**src/rtl/pfa_pkg.sv**
```systemverilog
// Shared types and constants for the partition fit allocator.
`timescale 1ns / 1ps

package pfa_pkg;

   localparam int ENTRIES_DEFAULT = 16;
   // widest slot index any legal table depth needs
   localparam int SLOT_MAX_W = 8;
   localparam logic [9:0] MIN_FRAG_RESET = 10'd100;

   typedef enum logic [1:0] {
      FIT_FIRST = 2'd0,
      FIT_BEST  = 2'd1,
      FIT_WORST = 2'd2,
      FIT_NEXT  = 2'd3
   } fit_type;

   typedef enum logic [1:0] {
      ST_IDLE,
      ST_LOAD,
      ST_SCAN,
      ST_DECIDE
   } state_type;

   // request from the sequencer to the partition table
   typedef struct packed {
      logic                  rd_en;
      logic [SLOT_MAX_W-1:0] rd_addr;
      logic                  wr_en;
      logic [SLOT_MAX_W-1:0] wr_addr;
      logic [9:0]            wr_base;
      logic [9:0]            wr_size;
      logic                  load;
      logic                  mark_used;
   } tbl_cmd_type;

   // registered read data of one table entry
   typedef struct packed {
      logic [9:0] base;
      logic [9:0] size;
      logic       valid;
      logic       used;
   } tbl_rd_type;

   typedef struct packed {
      logic       granted;
      logic [9:0] grant_address;
      logic [3:0] grant_slot;
      logic       whole_partition;
   } result_type;

endpackage

```
**src/rtl/pfa_table.sv**
```systemverilog
// Partition table: base/size memory with one read and one write port, valid/used flags.
`timescale 1ns / 1ps

module pfa_table
   import pfa_pkg::*;
#(
   parameter int ENTRIES = ENTRIES_DEFAULT
) (
   input  logic        clock,
   input  logic        reset,
   input  tbl_cmd_type cmd,
   output tbl_rd_type  rd
);

   localparam int IDX_W = (ENTRIES > 1) ? $clog2(ENTRIES) : 1;

   logic [19:0]        mem [ENTRIES];
   logic [ENTRIES-1:0] valid_ff;
   logic [ENTRIES-1:0] used_ff;
   logic [ENTRIES-1:0] valid_in;
   logic [ENTRIES-1:0] used_in;
   logic [19:0]        rd_data_ff;
   logic               rd_valid_ff;
   logic               rd_used_ff;

   logic [IDX_W-1:0] wr_idx;
   logic [IDX_W-1:0] rd_idx;

   assign wr_idx = cmd.wr_addr[IDX_W-1:0];
   assign rd_idx = cmd.rd_addr[IDX_W-1:0];

   always_ff @(posedge clock) begin
      if (cmd.wr_en) begin
         mem[wr_idx] <= {cmd.wr_base, cmd.wr_size};
      end
      if (cmd.rd_en) begin
         rd_data_ff  <= mem[rd_idx];
         rd_valid_ff <= valid_ff[rd_idx];
         rd_used_ff  <= used_ff[rd_idx];
      end
   end

   always_comb begin
      valid_in = valid_ff;
      used_in  = used_ff;
      if (cmd.wr_en && cmd.load) begin
         valid_in[wr_idx] = 1'b1;
         used_in[wr_idx]  = 1'b0;
      end
      if (cmd.mark_used) begin
         used_in[wr_idx] = 1'b1;
      end
   end

   always_ff @(posedge clock) begin
      if (reset) begin
         valid_ff <= '0;
         used_ff  <= '0;
      end else begin
         valid_ff <= valid_in;
         used_ff  <= used_in;
      end
   end

   assign rd.base  = rd_data_ff[19:10];
   assign rd.size  = rd_data_ff[9:0];
   assign rd.valid = rd_valid_ff;
   assign rd.used  = rd_used_ff;

endmodule

```
**src/rtl/pfa_seq.sv**
```systemverilog
// Item sequencer: loads entries, scans the table for a fit and writes the choice back.
`timescale 1ns / 1ps

module pfa_seq
   import pfa_pkg::*;
#(
   parameter int ENTRIES = ENTRIES_DEFAULT
) (
   input  logic        clock,
   input  logic        reset,
   input  logic        req_valid,
   output logic        req_stall,
   input  logic        req_func,
   input  logic [3:0]  req_entry_index,
   input  logic [9:0]  req_entry_base,
   input  logic [9:0]  req_entry_size,
   input  logic [9:0]  req_request_size,
   input  fit_type     fit_policy,
   input  logic [9:0]  min_fragment,
   input  logic        out_free,
   output logic        post,
   output result_type  result,
   output tbl_cmd_type cmd,
   input  tbl_rd_type  rd
);

   localparam int IDX_W = (ENTRIES > 1) ? $clog2(ENTRIES) : 1;
   localparam int CNT_W = $clog2(ENTRIES + 1);
   localparam logic FUNC_LOAD = 1'b0;
   localparam logic [8:0]     ENTRIES_W9 = 9'(ENTRIES);
   localparam logic [CNT_W-1:0] CNT_END = CNT_W'(ENTRIES);
   localparam logic [IDX_W:0]   SUM_WRAP = (IDX_W + 1)'(ENTRIES);
   localparam logic [IDX_W-1:0] SLOT_LAST = IDX_W'(ENTRIES - 1);

   state_type state_ff, state_in;

   logic [3:0]       idx_ff;
   logic [9:0]       ebase_ff;
   logic [9:0]       esize_ff;
   logic [9:0]       reqsz_ff;
   logic [CNT_W-1:0] cnt_ff;
   logic             ev_ff;
   logic [IDX_W-1:0] ev_slot_ff;
   logic             found_ff;
   logic [IDX_W-1:0] pick_slot_ff;
   logic [9:0]       pick_base_ff;
   logic [9:0]       pick_size_ff;
   logic [IDX_W-1:0] rov_ff;

   logic             accept;
   logic             issue;
   logic [IDX_W:0]   addr_sum;
   logic [IDX_W-1:0] scan_addr;
   logic             cand;
   logic             take;
   logic [8:0]       idx9;
   logic             idx_ok;
   logic [9:0]       left;
   logic             whole;
   logic [8:0]       pick9;
   logic [IDX_W-1:0] rov_next;

   assign accept = (state_ff == ST_IDLE) && req_valid;
   assign issue  = (state_ff == ST_SCAN) && (cnt_ff != CNT_END);

   // next fit starts at the roving slot and wraps
   always_comb begin
      addr_sum = {1'b0, rov_ff} + {1'b0, cnt_ff[IDX_W-1:0]};
      if (addr_sum >= SUM_WRAP) begin
         addr_sum = addr_sum - SUM_WRAP;
      end
      scan_addr = (fit_policy == FIT_NEXT) ? addr_sum[IDX_W-1:0] : cnt_ff[IDX_W-1:0];
   end

   assign cand = ev_ff && rd.valid && !rd.used && (rd.size > reqsz_ff);
   assign take = cand && (!found_ff
                          || ((fit_policy == FIT_BEST) && (rd.size < pick_size_ff))
                          || ((fit_policy == FIT_WORST) && (rd.size > pick_size_ff)));

   assign idx9     = {5'd0, idx_ff};
   assign idx_ok   = idx9 < ENTRIES_W9;
   assign left     = pick_size_ff - reqsz_ff;
   assign whole    = left <= min_fragment;
   assign pick9    = 9'(pick_slot_ff);
   assign rov_next = (pick_slot_ff == SLOT_LAST) ? '0 : pick_slot_ff + 1'b1;

   always_comb begin
      state_in = state_ff;
      case (state_ff)
         ST_IDLE: begin
            if (req_valid) begin
               state_in = (req_func == FUNC_LOAD) ? ST_LOAD : ST_SCAN;
            end
         end
         ST_LOAD: begin
            if (out_free) begin
               state_in = ST_IDLE;
            end
         end
         ST_SCAN: begin
            if (cnt_ff == CNT_END) begin
               state_in = ST_DECIDE;
            end
         end
         ST_DECIDE: begin
            if (out_free) begin
               state_in = ST_IDLE;
            end
         end
         default: state_in = ST_IDLE;
      endcase
   end

   always_comb begin
      req_stall = (state_ff != ST_IDLE);
      post      = 1'b0;
      result    = '0;
      cmd       = '0;
      case (state_ff)
         ST_LOAD: begin
            if (out_free) begin
               post = 1'b1;
               if (idx_ok) begin
                  cmd.wr_en         = 1'b1;
                  cmd.load          = 1'b1;
                  cmd.wr_addr       = idx9[SLOT_MAX_W-1:0];
                  cmd.wr_base       = ebase_ff;
                  cmd.wr_size       = esize_ff;
                  result.granted    = 1'b1;
                  result.grant_slot = idx_ff;
               end
            end
         end
         ST_SCAN: begin
            cmd.rd_en   = issue;
            cmd.rd_addr = SLOT_MAX_W'(scan_addr);
         end
         ST_DECIDE: begin
            if (out_free) begin
               post = 1'b1;
               if (found_ff) begin
                  result.granted         = 1'b1;
                  result.grant_address   = pick_base_ff;
                  result.grant_slot      = pick9[3:0];
                  result.whole_partition = whole;
                  cmd.wr_addr            = pick9[SLOT_MAX_W-1:0];
                  cmd.mark_used          = whole;
                  cmd.wr_en              = !whole;
                  cmd.wr_base            = pick_base_ff + reqsz_ff;
                  cmd.wr_size            = left;
               end
            end
         end
         default: begin
         end
      endcase
   end

   always_ff @(posedge clock) begin
      if (reset) begin
         state_ff <= ST_IDLE;
         cnt_ff   <= '0;
         ev_ff    <= 1'b0;
         found_ff <= 1'b0;
         rov_ff   <= '0;
      end else begin
         state_ff <= state_in;
         if (accept) begin
            cnt_ff   <= '0;
            ev_ff    <= 1'b0;
            found_ff <= 1'b0;
         end else begin
            ev_ff <= issue;
            if (issue) begin
               cnt_ff <= cnt_ff + 1'b1;
            end
            if (take) begin
               found_ff <= 1'b1;
            end
         end
         if ((state_ff == ST_DECIDE) && out_free && found_ff && (fit_policy == FIT_NEXT)) begin
            rov_ff <= rov_next;
         end
      end
   end

   always_ff @(posedge clock) begin
      if (accept) begin
         idx_ff   <= req_entry_index;
         ebase_ff <= req_entry_base;
         esize_ff <= req_entry_size;
         reqsz_ff <= req_request_size;
      end
      if (issue) begin
         ev_slot_ff <= scan_addr;
      end
      if (take) begin
         pick_slot_ff <= ev_slot_ff;
         pick_base_ff <= rd.base;
         pick_size_ff <= rd.size;
      end
   end

endmodule

```
**src/rtl/partition_fit_allocator.sv**
```systemverilog
// Top level: configuration registers, result register and sequencer/table hookup.
`timescale 1ns / 1ps
//
//  channel  | direction | handshake              | payload
//  ---------+-----------+------------------------+------------------------------------------
//  req_     | in        | req_valid / req_stall  | func, entry_index, entry_base, entry_size,
//           |           |                        | request_size
//  rsp_     | out       | rsp_valid / rsp_stall  | granted, grant_address, grant_slot,
//           |           |                        | whole_partition
//  csr_     | in/out    | psel, penable, pready  | fit_policy (0x0), min_fragment (0x4)
//
//  A load word goes from acceptance to the load step, which posts it to the result register;
//  an allocate word makes one read per entry on the single table read port, weighs the
//  last entry read, then posts its result and writes back in the decide step.
//  One word is in work at a time; the next is taken the cycle after the result is posted.
//  Reset (synchronous) clears all valid/used flags and the roving slot at once.
//  A stalled result holds the sequencer in its last step until the register frees.

module partition_fit_allocator
   import pfa_pkg::*;
#(
   parameter int ENTRIES = ENTRIES_DEFAULT
) (
   input  logic        clock,
   input  logic        reset,
   input  logic        req_valid,
   output logic        req_stall,
   input  logic        req_func,
   input  logic [3:0]  req_entry_index,
   input  logic [9:0]  req_entry_base,
   input  logic [9:0]  req_entry_size,
   input  logic [9:0]  req_request_size,
   output logic        rsp_valid,
   input  logic        rsp_stall,
   output logic        rsp_granted,
   output logic [9:0]  rsp_grant_address,
   output logic [3:0]  rsp_grant_slot,
   output logic        rsp_whole_partition,
   input  logic        csr_psel,
   input  logic        csr_penable,
   input  logic        csr_pwrite,
   input  logic [2:0]  csr_paddr,
   input  logic [31:0] csr_pwdata,
   output logic [31:0] csr_prdata,
   output logic        csr_pready
);

   localparam logic REG_FIT_POLICY = 1'b0;
   localparam logic REG_MIN_FRAG   = 1'b1;

   fit_type     fit_policy_ff;
   logic [9:0]  min_frag_ff;
   logic        csr_wr;

   logic        rsp_valid_ff;
   result_type  rsp_ff;
   logic        out_free;
   logic        post;
   result_type  result;
   tbl_cmd_type cmd;
   tbl_rd_type  rd;

   assign csr_pready = 1'b1;
   assign csr_wr     = csr_psel && csr_penable && csr_pwrite;

   always_ff @(posedge clock) begin
      if (reset) begin
         fit_policy_ff <= FIT_FIRST;
         min_frag_ff   <= MIN_FRAG_RESET;
      end else if (csr_wr) begin
         if (csr_paddr[2] == REG_FIT_POLICY) begin
            fit_policy_ff <= fit_type'(csr_pwdata[1:0]);
         end else begin
            min_frag_ff <= csr_pwdata[9:0];
         end
      end
   end

   assign csr_prdata = (csr_paddr[2] == REG_MIN_FRAG) ? {22'd0, min_frag_ff}
                                                     : {30'd0, fit_policy_ff};

   assign out_free = !rsp_valid_ff || !rsp_stall;

   always_ff @(posedge clock) begin
      if (reset) begin
         rsp_valid_ff <= 1'b0;
      end else if (post) begin
         rsp_valid_ff <= 1'b1;
      end else if (out_free) begin
         rsp_valid_ff <= 1'b0;
      end
   end

   always_ff @(posedge clock) begin
      if (post) begin
         rsp_ff <= result;
      end
   end

   assign rsp_valid           = rsp_valid_ff;
   assign rsp_granted         = rsp_ff.granted;
   assign rsp_grant_address   = rsp_ff.grant_address;
   assign rsp_grant_slot      = rsp_ff.grant_slot;
   assign rsp_whole_partition = rsp_ff.whole_partition;

   pfa_seq #(
      .ENTRIES (ENTRIES)
   ) u_seq (
      .clock            (clock),
      .reset            (reset),
      .req_valid        (req_valid),
      .req_stall        (req_stall),
      .req_func         (req_func),
      .req_entry_index  (req_entry_index),
      .req_entry_base   (req_entry_base),
      .req_entry_size   (req_entry_size),
      .req_request_size (req_request_size),
      .fit_policy       (fit_policy_ff),
      .min_fragment     (min_frag_ff),
      .out_free         (out_free),
      .post             (post),
      .result           (result),
      .cmd              (cmd),
      .rd               (rd)
   );

   pfa_table #(
      .ENTRIES (ENTRIES)
   ) u_table (
      .clock (clock),
      .reset (reset),
      .cmd   (cmd),
      .rd    (rd)
   );

   // a new result never lands on one that is still waiting
   a_no_overwrite: assert property (@(posedge clock) disable iff (reset)
      post |-> out_free)
      else $error("result posted over a waiting word");

   // a refused item carries all-zero fields
   a_refused_zero: assert property (@(posedge clock) disable iff (reset)
      (rsp_valid && !rsp_granted) |->
         (rsp_grant_address == 10'd0 && rsp_grant_slot == 4'd0 && !rsp_whole_partition))
      else $error("refused result with nonzero fields");

   // no input is taken while a table access is outstanding
   a_one_in_flight: assert property (@(posedge clock) disable iff (reset)
      (cmd.rd_en || cmd.wr_en || cmd.mark_used) |-> req_stall)
      else $error("input accepted during table access");

   // a table write happens only together with a result
   a_write_with_result: assert property (@(posedge clock) disable iff (reset)
      (cmd.wr_en || cmd.mark_used) |-> post)
      else $error("table written without a result");

endmodule

```
**config.mk**
```make
export PLATFORM = sky130hd
export DESIGN_NAME = partition_fit_allocator
export DESIGN_NICKNAME = d
export VERILOG_FILES = /design/src/rtl/pfa_pkg.sv /design/src/rtl/pfa_table.sv /design/src/rtl/pfa_seq.sv /design/src/rtl/partition_fit_allocator.sv
export SDC_FILE = /design/constraint.sdc
export NUM_CORES = 1
export LEC_CHECK = 0
export CORE_AREA = 3 3 170 296
export DETAILED_ROUTE_END_ITERATION = 8
export DIE_AREA = 0 0 173 299
export DONT_BUFFER_PORTS = 1
export GPL_ROUTABILITY_DRIVEN = 1
export PLACE_DENSITY = 0.65
export SETUP_SLACK_MARGIN = 0.3
export SLEW_MARGIN = 0
export SYNTH_ARGS = -nofsm -noshare
export SYNTH_HDL_FRONTEND = slang
export SYNTH_SLANG_ARGS = --single-unit
```
**constraint.sdc**
```tcl
create_clock -name clock -period 5.65 [get_ports clock]
set_input_delay 0.565 -clock clock [delete_from_list [all_inputs] [get_ports clock]]
set_output_delay 0.565 -clock clock [all_outputs]
set_load 0.01 [all_outputs]
```
==> results.py, run 1 <==
metrics = {
    "outcome": {
        "outcome": "finished, final reports clean",
    },
    "global_route": {
        "grtUsageTotal": 0.1909,
        "grt_pass1_wl_mm": 76.88,
        "overflow": 0,
        "grt_max_degree": 55,
        "grt_pass1_vias": 12930,
        "antenna_found_initial": 0,
    },
    "min_path": {
        "whs_endpoint": "min_frag_ff[8]$_SDFFE_PP0P_",
        "worstHoldStart": "reset",
        "holdPathStages": 1,
        "min_path_type": "in -> reg",
    },
    "cts": {
        "clock_sinks": 478,
        "clk_path_buf_depth": 3,
        "clk_pin_slew_ps": 70,
        "cts_resized": 0,
        "clk-insertion-delay-late_ps": 570,
        "cts_htree_levels": 2,
        "numCtsBuffers": 42,
        "cts_root_buffer": "clkbuf_16",
        "cts_tree": "yes",
        "post_cts.repair.setup_buffers": 0,
        "cts_hold_buffers": 0,
    },
    "timing": {
        "period_share": 0.7462,
        "max-slew-margin-rel": 0.2150,
        "max_freq_ghz": 0.2372,
        "worst_slew_pin_slew_ps": 1170,
        "hold_viol_final": 0,
        "fin_setup_tns_ps": 0,
        "slew_viol_final": 0,
        "rsz0062_at_grt": "false",
        "min_period_ps": 4216,
        "setup_violations": 0,
        "clock_skew_ps": 22.32,
    },
    "setup_path": {
        "cp.arrival_ps": 4490,
        "r2r_cells": 14,
        "r2r-start": "u_seq.reqsz_ff[1]$_DFFE_PP_",
        "crit_path_start_kind": "flip-flop",
        "crit_required_ps": 5920,
        "crit_fanout": 20,
        "endpoint_kind": "flip-flop",
        "rrSetupSlack_ps": 1430,
        "cp-startpoint": "u_seq.reqsz_ff[1]$_DFFE_PP_",
        "crit-reg2reg-capture": "u_table.mem[6][14]$_DFFE_PP_",
        "crit_type": "reg -> reg",
    },
    "detailed_routing": {
        "drcViolationCount": 0,
        "firstDrtPassIters": 5,
        "ant_nets": 0,
        "via_count": 12880,
        "vias_per_cell": 5.697,
        "wl_mm": 50.58,
        "wl_met1_mm": 18.90,
        "post_drt_wl_per_cell_um": 22.38,
        "drt-initial-drc-count": 1342,
        "top_layer_used": "met4",
        "routed-wl-met3_mm": 2.589,
        "dr_wl_met2_mm": 27.20,
    },
    "power": {
        "seq_power_share": 0.554,
        "p_sw_w": 0.001634,
        "leakagePower_nw": 8.012,
        "power.total_w": 0.007199,
        "power_density_nw_per_um2": 318.0,
        "p_clk_frac": 0.381,
        "switching_share": 0.2270,
        "combPwrFrac": 0.065,
        "ir_worst_vdd_mv": 0.1810,
        "p_int_w": 0.005565,
    },
    "floorplanning": {
        "die_w_um": 173,
        "die-area_sq_um": 51730,
        "fp.dieH_um": 299,
        "ios": 128,
        "std_cell_rows": 106,
        "initial_core_util": 0.4295,
        "core_area_sq_um": 48010,
    },
    "cells_and_area": {
        "regArea_sq_um": 13770,
        "fillers": 4174,
        "multi_input_area_sq_um": 6045,
        "utilization": 0.4715,
        "antennaDiodeCount": 0,
        "final_net_count": 1716,
        "area_delta_synth_final_pct": 9.781,
        "mostFrequentLayoutCells": "edfxtp_1 (420), nand2_1 (136), a21oi_1 (124)",
        "design_area_sq_um": 22640,
        "drive_above_1_share": 0.09801,
        "final_common_cell": "edfxtp_1",
    },
    "run": {
        "cap_violations": 0,
    },
    "synth": {
        "synth.largest_area_cell": "edfxtp_1",
        "ys_ff_latch": 478,
        "synth_ff_type": "edfxtp_1",
        "syn-instance-count": 1577,
        "synth_edf_count": 420,
        "async_reset_ff_frac": 0,
        "yosysTopAreaCellShare": 0.6116,
        "avgSynthCellArea_sq_um": 13.08,
        "synth_area_sq_um": 20620,
        "synth_warnings": 0,
        "ys_seq_area_frac": 0.6679,
        "synthTopCellsByArea": "edfxtp_1 (61%), dfxtp_1 (5.6%), ha_1 (3.3%), a21oi_1 (3.0%), nand2_1 (2.5%)",
        "synth_cell_type_count": 77,
    },
    "place": {
        "dp_hpwl_mm": 34.51,
        "place_area_sq_um": 21350,
        "port_buffers": 0,
        "routabilityCongestion": 0.8929,
    },
}
==> metrics by stage <==
stage,setup slack [ps],hold slack [ps],std cells
finish,1434,72.21,2260
global route,1234,56.55,2260
CTS,1451,51.48,2260
detailed placement,1481,404.5,2186
global placement,1512,402.3,2186
floorplan,1641,400.3,1598
==> worst max path at each step <==
stage	slack (ps)	cells after the start	to
2_1_floorplan	1640	15	u_table.mem[3][0]$_DFFE_PP_
3_3_place_gp	1510	14	u_table.mem[1][13]$_DFFE_PP_
3_5_place_dp	1480	14	u_table.mem[6][10]$_DFFE_PP_
4_1_cts	1450	14	u_table.mem[6][14]$_DFFE_PP_
5_1_grt	1230	14	u_table.mem[5][9]$_DFFE_PP_
6_report	1430	14	u_table.mem[6][14]$_DFFE_PP_
==> Yosys cell counts (7+ instances only) <==
master    number
buf_2         25
a31oi_1       11
nor2_1        91
a21oi_1      124
and2_1        22
inv_1         96
o211ai_1      23
a22o_1        11
mux2i_1       45
xor2_1        10
a221o_1       21
a21o_1        18
edfxtp_1     420
a211o_1       28
o21ai_0       46
dfxtp_1       58
nand3_1       31
nand2b_1      15
nand4_1        7
clkbuf_1      37
ha_1          54
o22ai_1       20
a222oi_1      21
buf_4         35
o21bai_1       8
nor3_1        49
xnor2_1       12
nand2_1      136
==> logic make-up (layout without fill, tap and decap cells) <==
logic type | after synthesis | in the layout | synth area share
flip-flops | 478 | 478 | 0.6679
adder cells (fa/ha/maj) | 57 | 57 | 0.03568
multiplexers | 48 | 48 | 0.02403
buffers and inverters | 204 | 218 | 0.04617
other | 2 | 23 | 0.0003642
AND/OR/NAND/NOR | 389 | 389 | 0.08883
XOR/XNOR | 23 | 23 | 0.01013
AO/OA/AOI/OAI | 376 | 376 | 0.1269
==> critical path, cell delays in order (launching register included) <==
cell,delay [ps]
edfxtp_1,480
inv_1,120
ha_1,300
nand2b_1,70
a21oi_1,240
o21ai_0,140
nor2b_1,160
xnor2_1,400
ha_1,330
and4_1,210
a221oi_1,320
nand2b_1,150
a21o_1,630
nor2_2,90
buf_4,270
==> routing by layer <==
metal | global-route usage | up-vias
li1 | - | 5858
met1 | 0.2153 | 6438
met2 | 0.3600 | 480
met3 | 0.02644 | 100
met4 | 0.07731 | 0
met5 | 0 | -
==> power groups by stage <==
stage          clock network (W)  registers [W]  logic (W)
2_1_floorplan                  0        0.00404   0.000322
3_3_place_gp                   0        0.00406   0.000454
3_5_place_dp                   0        0.00406   0.000468
4_1_cts                  0.00280        0.00399   0.000469
5_1_grt                  0.00293        0.00399   0.000513
6_report                 0.00274        0.00398   0.000470
==> final cells by class <==
class | count | area share
tap | 648 | 0.03581
sequential | 478 | 0.6084
clock inverter | 22 | 0.008567
timing repair buffer | 47 | 0.01559
clock buffer | 52 | 0.04853
multi-input combinational | 916 | 0.2670
inverter | 97 | 0.01608
==> state kept, by name, summed over array words and instances, names as in the netlist, 2 cells and up, named ones only <==
signal              flops
rsp_grant_slot          4
u_seq.state_ff          2
rsp_grant_address      10
u_seq.reqsz_ff         10
u_seq.pick_slot_ff      4
u_seq.rov_ff            4
u_seq.ebase_ff         10
u_table.valid_ff       16
u_table.mem           320
min_frag_ff            10
u_seq.pick_base_ff     10
u_seq.ev_slot_ff        4
u_seq.cnt_ff            5
u_seq.idx_ff            4
fit_policy_ff           2
u_seq.esize_ff         10
u_seq.pick_size_ff     10
u_table.rd_data_ff     20
(Power assumes the default switching activity.)
==> run 2: changes to the inputs <==
Settings changed: PLACE_DENSITY 0.65 to 0.67.
Clock period 5.65 ns to 3.44 ns, I/O delays scaled along.
==> run 2 against run 1 <==
The flow now finishes with violations (negative setup slack); sequential cell count unchanged; non-clock buffer count up 188; first-iteration DRC count up 20%; core utilization up 6.1 points; clock power up 69%; final cell count up 8.6%; global-route usage up 2.5 points; count of clock-buffer cells in the layout down 1; register-to-register slack worse by 1600 ps; power up 71%; wire length up 17%; critical endpoint is now u_table.mem[12][12]$_DFFE_PP_.
==> results.py, run 2 (synthesis gave the netlist of run 1 again) <==
metrics = {
    "outcome": {
        "outcome": "finished, violations left",
        "violations": "negative setup slack",
    },
    "cells_and_area": {
        "final_net_count": 1911,
        "antennaDiodeCount": 0,
        "fillers": 3878,
        "area_delta_synth_final_pct": 24.08,
        "fin_cells": 2455,
        "largest_reg_flops": 320,
        "drive_above_1_share": 0.1848,
        "final_common_cell": "edfxtp_1",
        "utilization": 0.5329,
        "mostFrequentLayoutCells": "edfxtp_1 (420), nand2_1 (135), a21oi_1 (121)",
        "reg_top3": "u_table.mem x320, u_table.rd_data_ff x20, u_table.valid_ff x16",
        "regMostFlops": "u_table.mem",
    },
    "timing": {
        "rsz0062_at_grt": "true",
        "hold_viol_final": 0,
        "period_share": 1.063,
        "worst_slew_pin_slew_ps": 966.4,
        "max_freq_ghz": 0.2735,
        "slew_viol_final": 0,
        "clock_skew_ps": 20.52,
        "timing.hold.ws_ps": 44.02,
        "setup_violations": 309,
        "min_period_ps": 3656,
        "setup_ws_ps": -216.0,
        "max-slew-margin-rel": 0.3527,
    },
    "power": {
        "ir_worst_vdd_mv": 0.3473,
        "power.total_w": 0.01232,
        "power_density_nw_per_um2": 481.4,
        "leakagePower_nw": 9.282,
    },
    "cts": {
        "cts_tree": "yes",
        "numCtsBuffers": 41,
        "cts_root_buffer": "clkbuf_16",
        "clock_sinks": 478,
        "clk_path_buf_depth": 3,
        "cts_htree_levels": 2,
        "clk-insertion-delay-late_ps": 560,
        "clk_pin_slew_ps": 60,
    },
    "setup_path": {
        "crit_fanout": 7,
        "crit_path_start_kind": "flip-flop",
        "endpoint_kind": "flip-flop",
        "cp-startpoint": "u_seq.pick_size_ff[0]$_DFFE_PP_",
        "crit_type": "reg -> reg",
        "r2r-start": "u_seq.pick_size_ff[0]$_DFFE_PP_",
        "cp.arrival_ps": 3930,
        "crit_required_ps": 3710,
    },
    "detailed_routing": {
        "post_drt_wl_per_cell_um": 24.10,
        "dr_wl_met2_mm": 31.75,
        "drt-initial-drc-count": 1615,
        "via_count": 14130,
        "wl_mm": 59.16,
        "vias_per_cell": 5.756,
        "drcViolationCount": 0,
        "top_layer_used": "met5",
        "routed-wl-met3_mm": 3.509,
        "ant_nets": 0,
        "firstDrtPassIters": 8,
        "wl_met1_mm": 19.65,
    },
    "place": {
        "dp_cells": 2253,
        "routabilityCongestion": 0.8802,
        "port_buffers": 0,
        "dp_hpwl_mm": 36.60,
    },
    "floorplanning": {
        "die_w_um": 173,
        "fp.dieH_um": 299,
        "die-area_sq_um": 51730,
        "initial_core_util": 0.4295,
        "std_cell_rows": 106,
        "core_area_sq_um": 48010,
        "ios": 128,
    },
    "global_route": {
        "grt_pass1_wl_mm": 85.47,
        "antenna_found_initial": 1,
        "overflow": 0,
        "grtUsageTotal": 0.2154,
        "grt_max_degree": 68,
        "grt_pass1_vias": 14010,
    },
    "min_path": {
        "worstHoldStart": "req_func",
        "min_path_type": "in -> reg",
    },
    "run": {
        "cap_violations": 0,
    },
}
## run 2: cell count changes in the layout (fill, tap and decap cells not counted), sizes merged
| cell | change |
|---|---|
| nor2 | +8 |
| clkinv | -3 |
| bufinv | +3 |
| dlygate4sd3 | +46 |
| buf | +129 |
| clkbuf | +12 |
| clkinvlp | +1 |
| inv | -1 |
## run 2: cell type report
class | instances | area [sq um] | share of cell area
inverter | 97 | 364.1 | 0.01423
clock inverter | 22 | 239.0 | 0.009340
tap | 648 | 810.8 | 0.03169
multi-input combinational | 924 | 6384 | 0.2495
sequential | 478 | 13770 | 0.5384
clock buffer | 51 | 1064 | 0.04157
timing repair buffer | 235 | 2950 | 0.1153
## run 2: worst paths after layout
kind	end	slack (ps)	cells after the start
hold / removal	u_seq.state_ff[1]$_SDFFE_PP0P_	40	2
setup reg to reg	u_table.mem[12][12]$_DFFE_PP_	-220	18
setup / recovery	u_table.mem[12][12]$_DFFE_PP_	-220	18
hold reg to reg	u_seq.pick_base_ff[9]$_DFFE_PP_	410	0
## run 2: repair_timing
item | 4_1_cts | 5_1_grt
resized for setup | 41 | 37
gates cloned | 14 | 14
pin swaps | 21 | 23
setup endpoints to repair | 365 | 414
hold endpoints to repair | 79 | 0
hold buffers | 47 | 0
setup buffers | 34 | 20
## run 2: where the power goes
group	total, W	internal [W]	leakage (nW)	switching (W)
Clock	0.00464	0.00258	0.623	0.00206
Combinational	0.00114	0.000452	4.46	0.000690
Sequential	0.00654	0.00647	4.20	0.0000682
Total	0.0123	0.00950	9.28	0.00282
## run 2: critical path, stage by stage, from the launching register on
cell and delay (ps):
edfxtp_1 380, inv_1 70, ha_2 190, fa_2 210, inv_2 30, a21o_1 160
a41o_1 260, o41ai_2 240, xnor2_1 190, ha_1 280, and4_4 180, nand4_1 90
o21ai_1 90, a21o_4 220, buf_12 150, buf_12 140, nor2_4 150, buf_6 180
clkbuf_16 160
## run 2: stage by stage
stage          setup TNS [ps]  cell area, sq um  setup WS [ps]
4_1_cts                -42830             24740         -214.5
3_5_place_dp           -97760             22170         -364.8
5_1_grt                -62620             25590         -312.7
6_report               -25310             25590         -216.0
3_3_place_gp           -72900             22170         -301.8
2_1_floorplan           -8028             20810         -58.55
## run 2: routing by layer
metal | GRT usage | vias up
li1 | - | 6257
met1 | 0.2319 | 7002
met2 | 0.4050 | 691
met3 | 0.02543 | 179
met4 | 0.1216 | 2
met5 | 0 | -
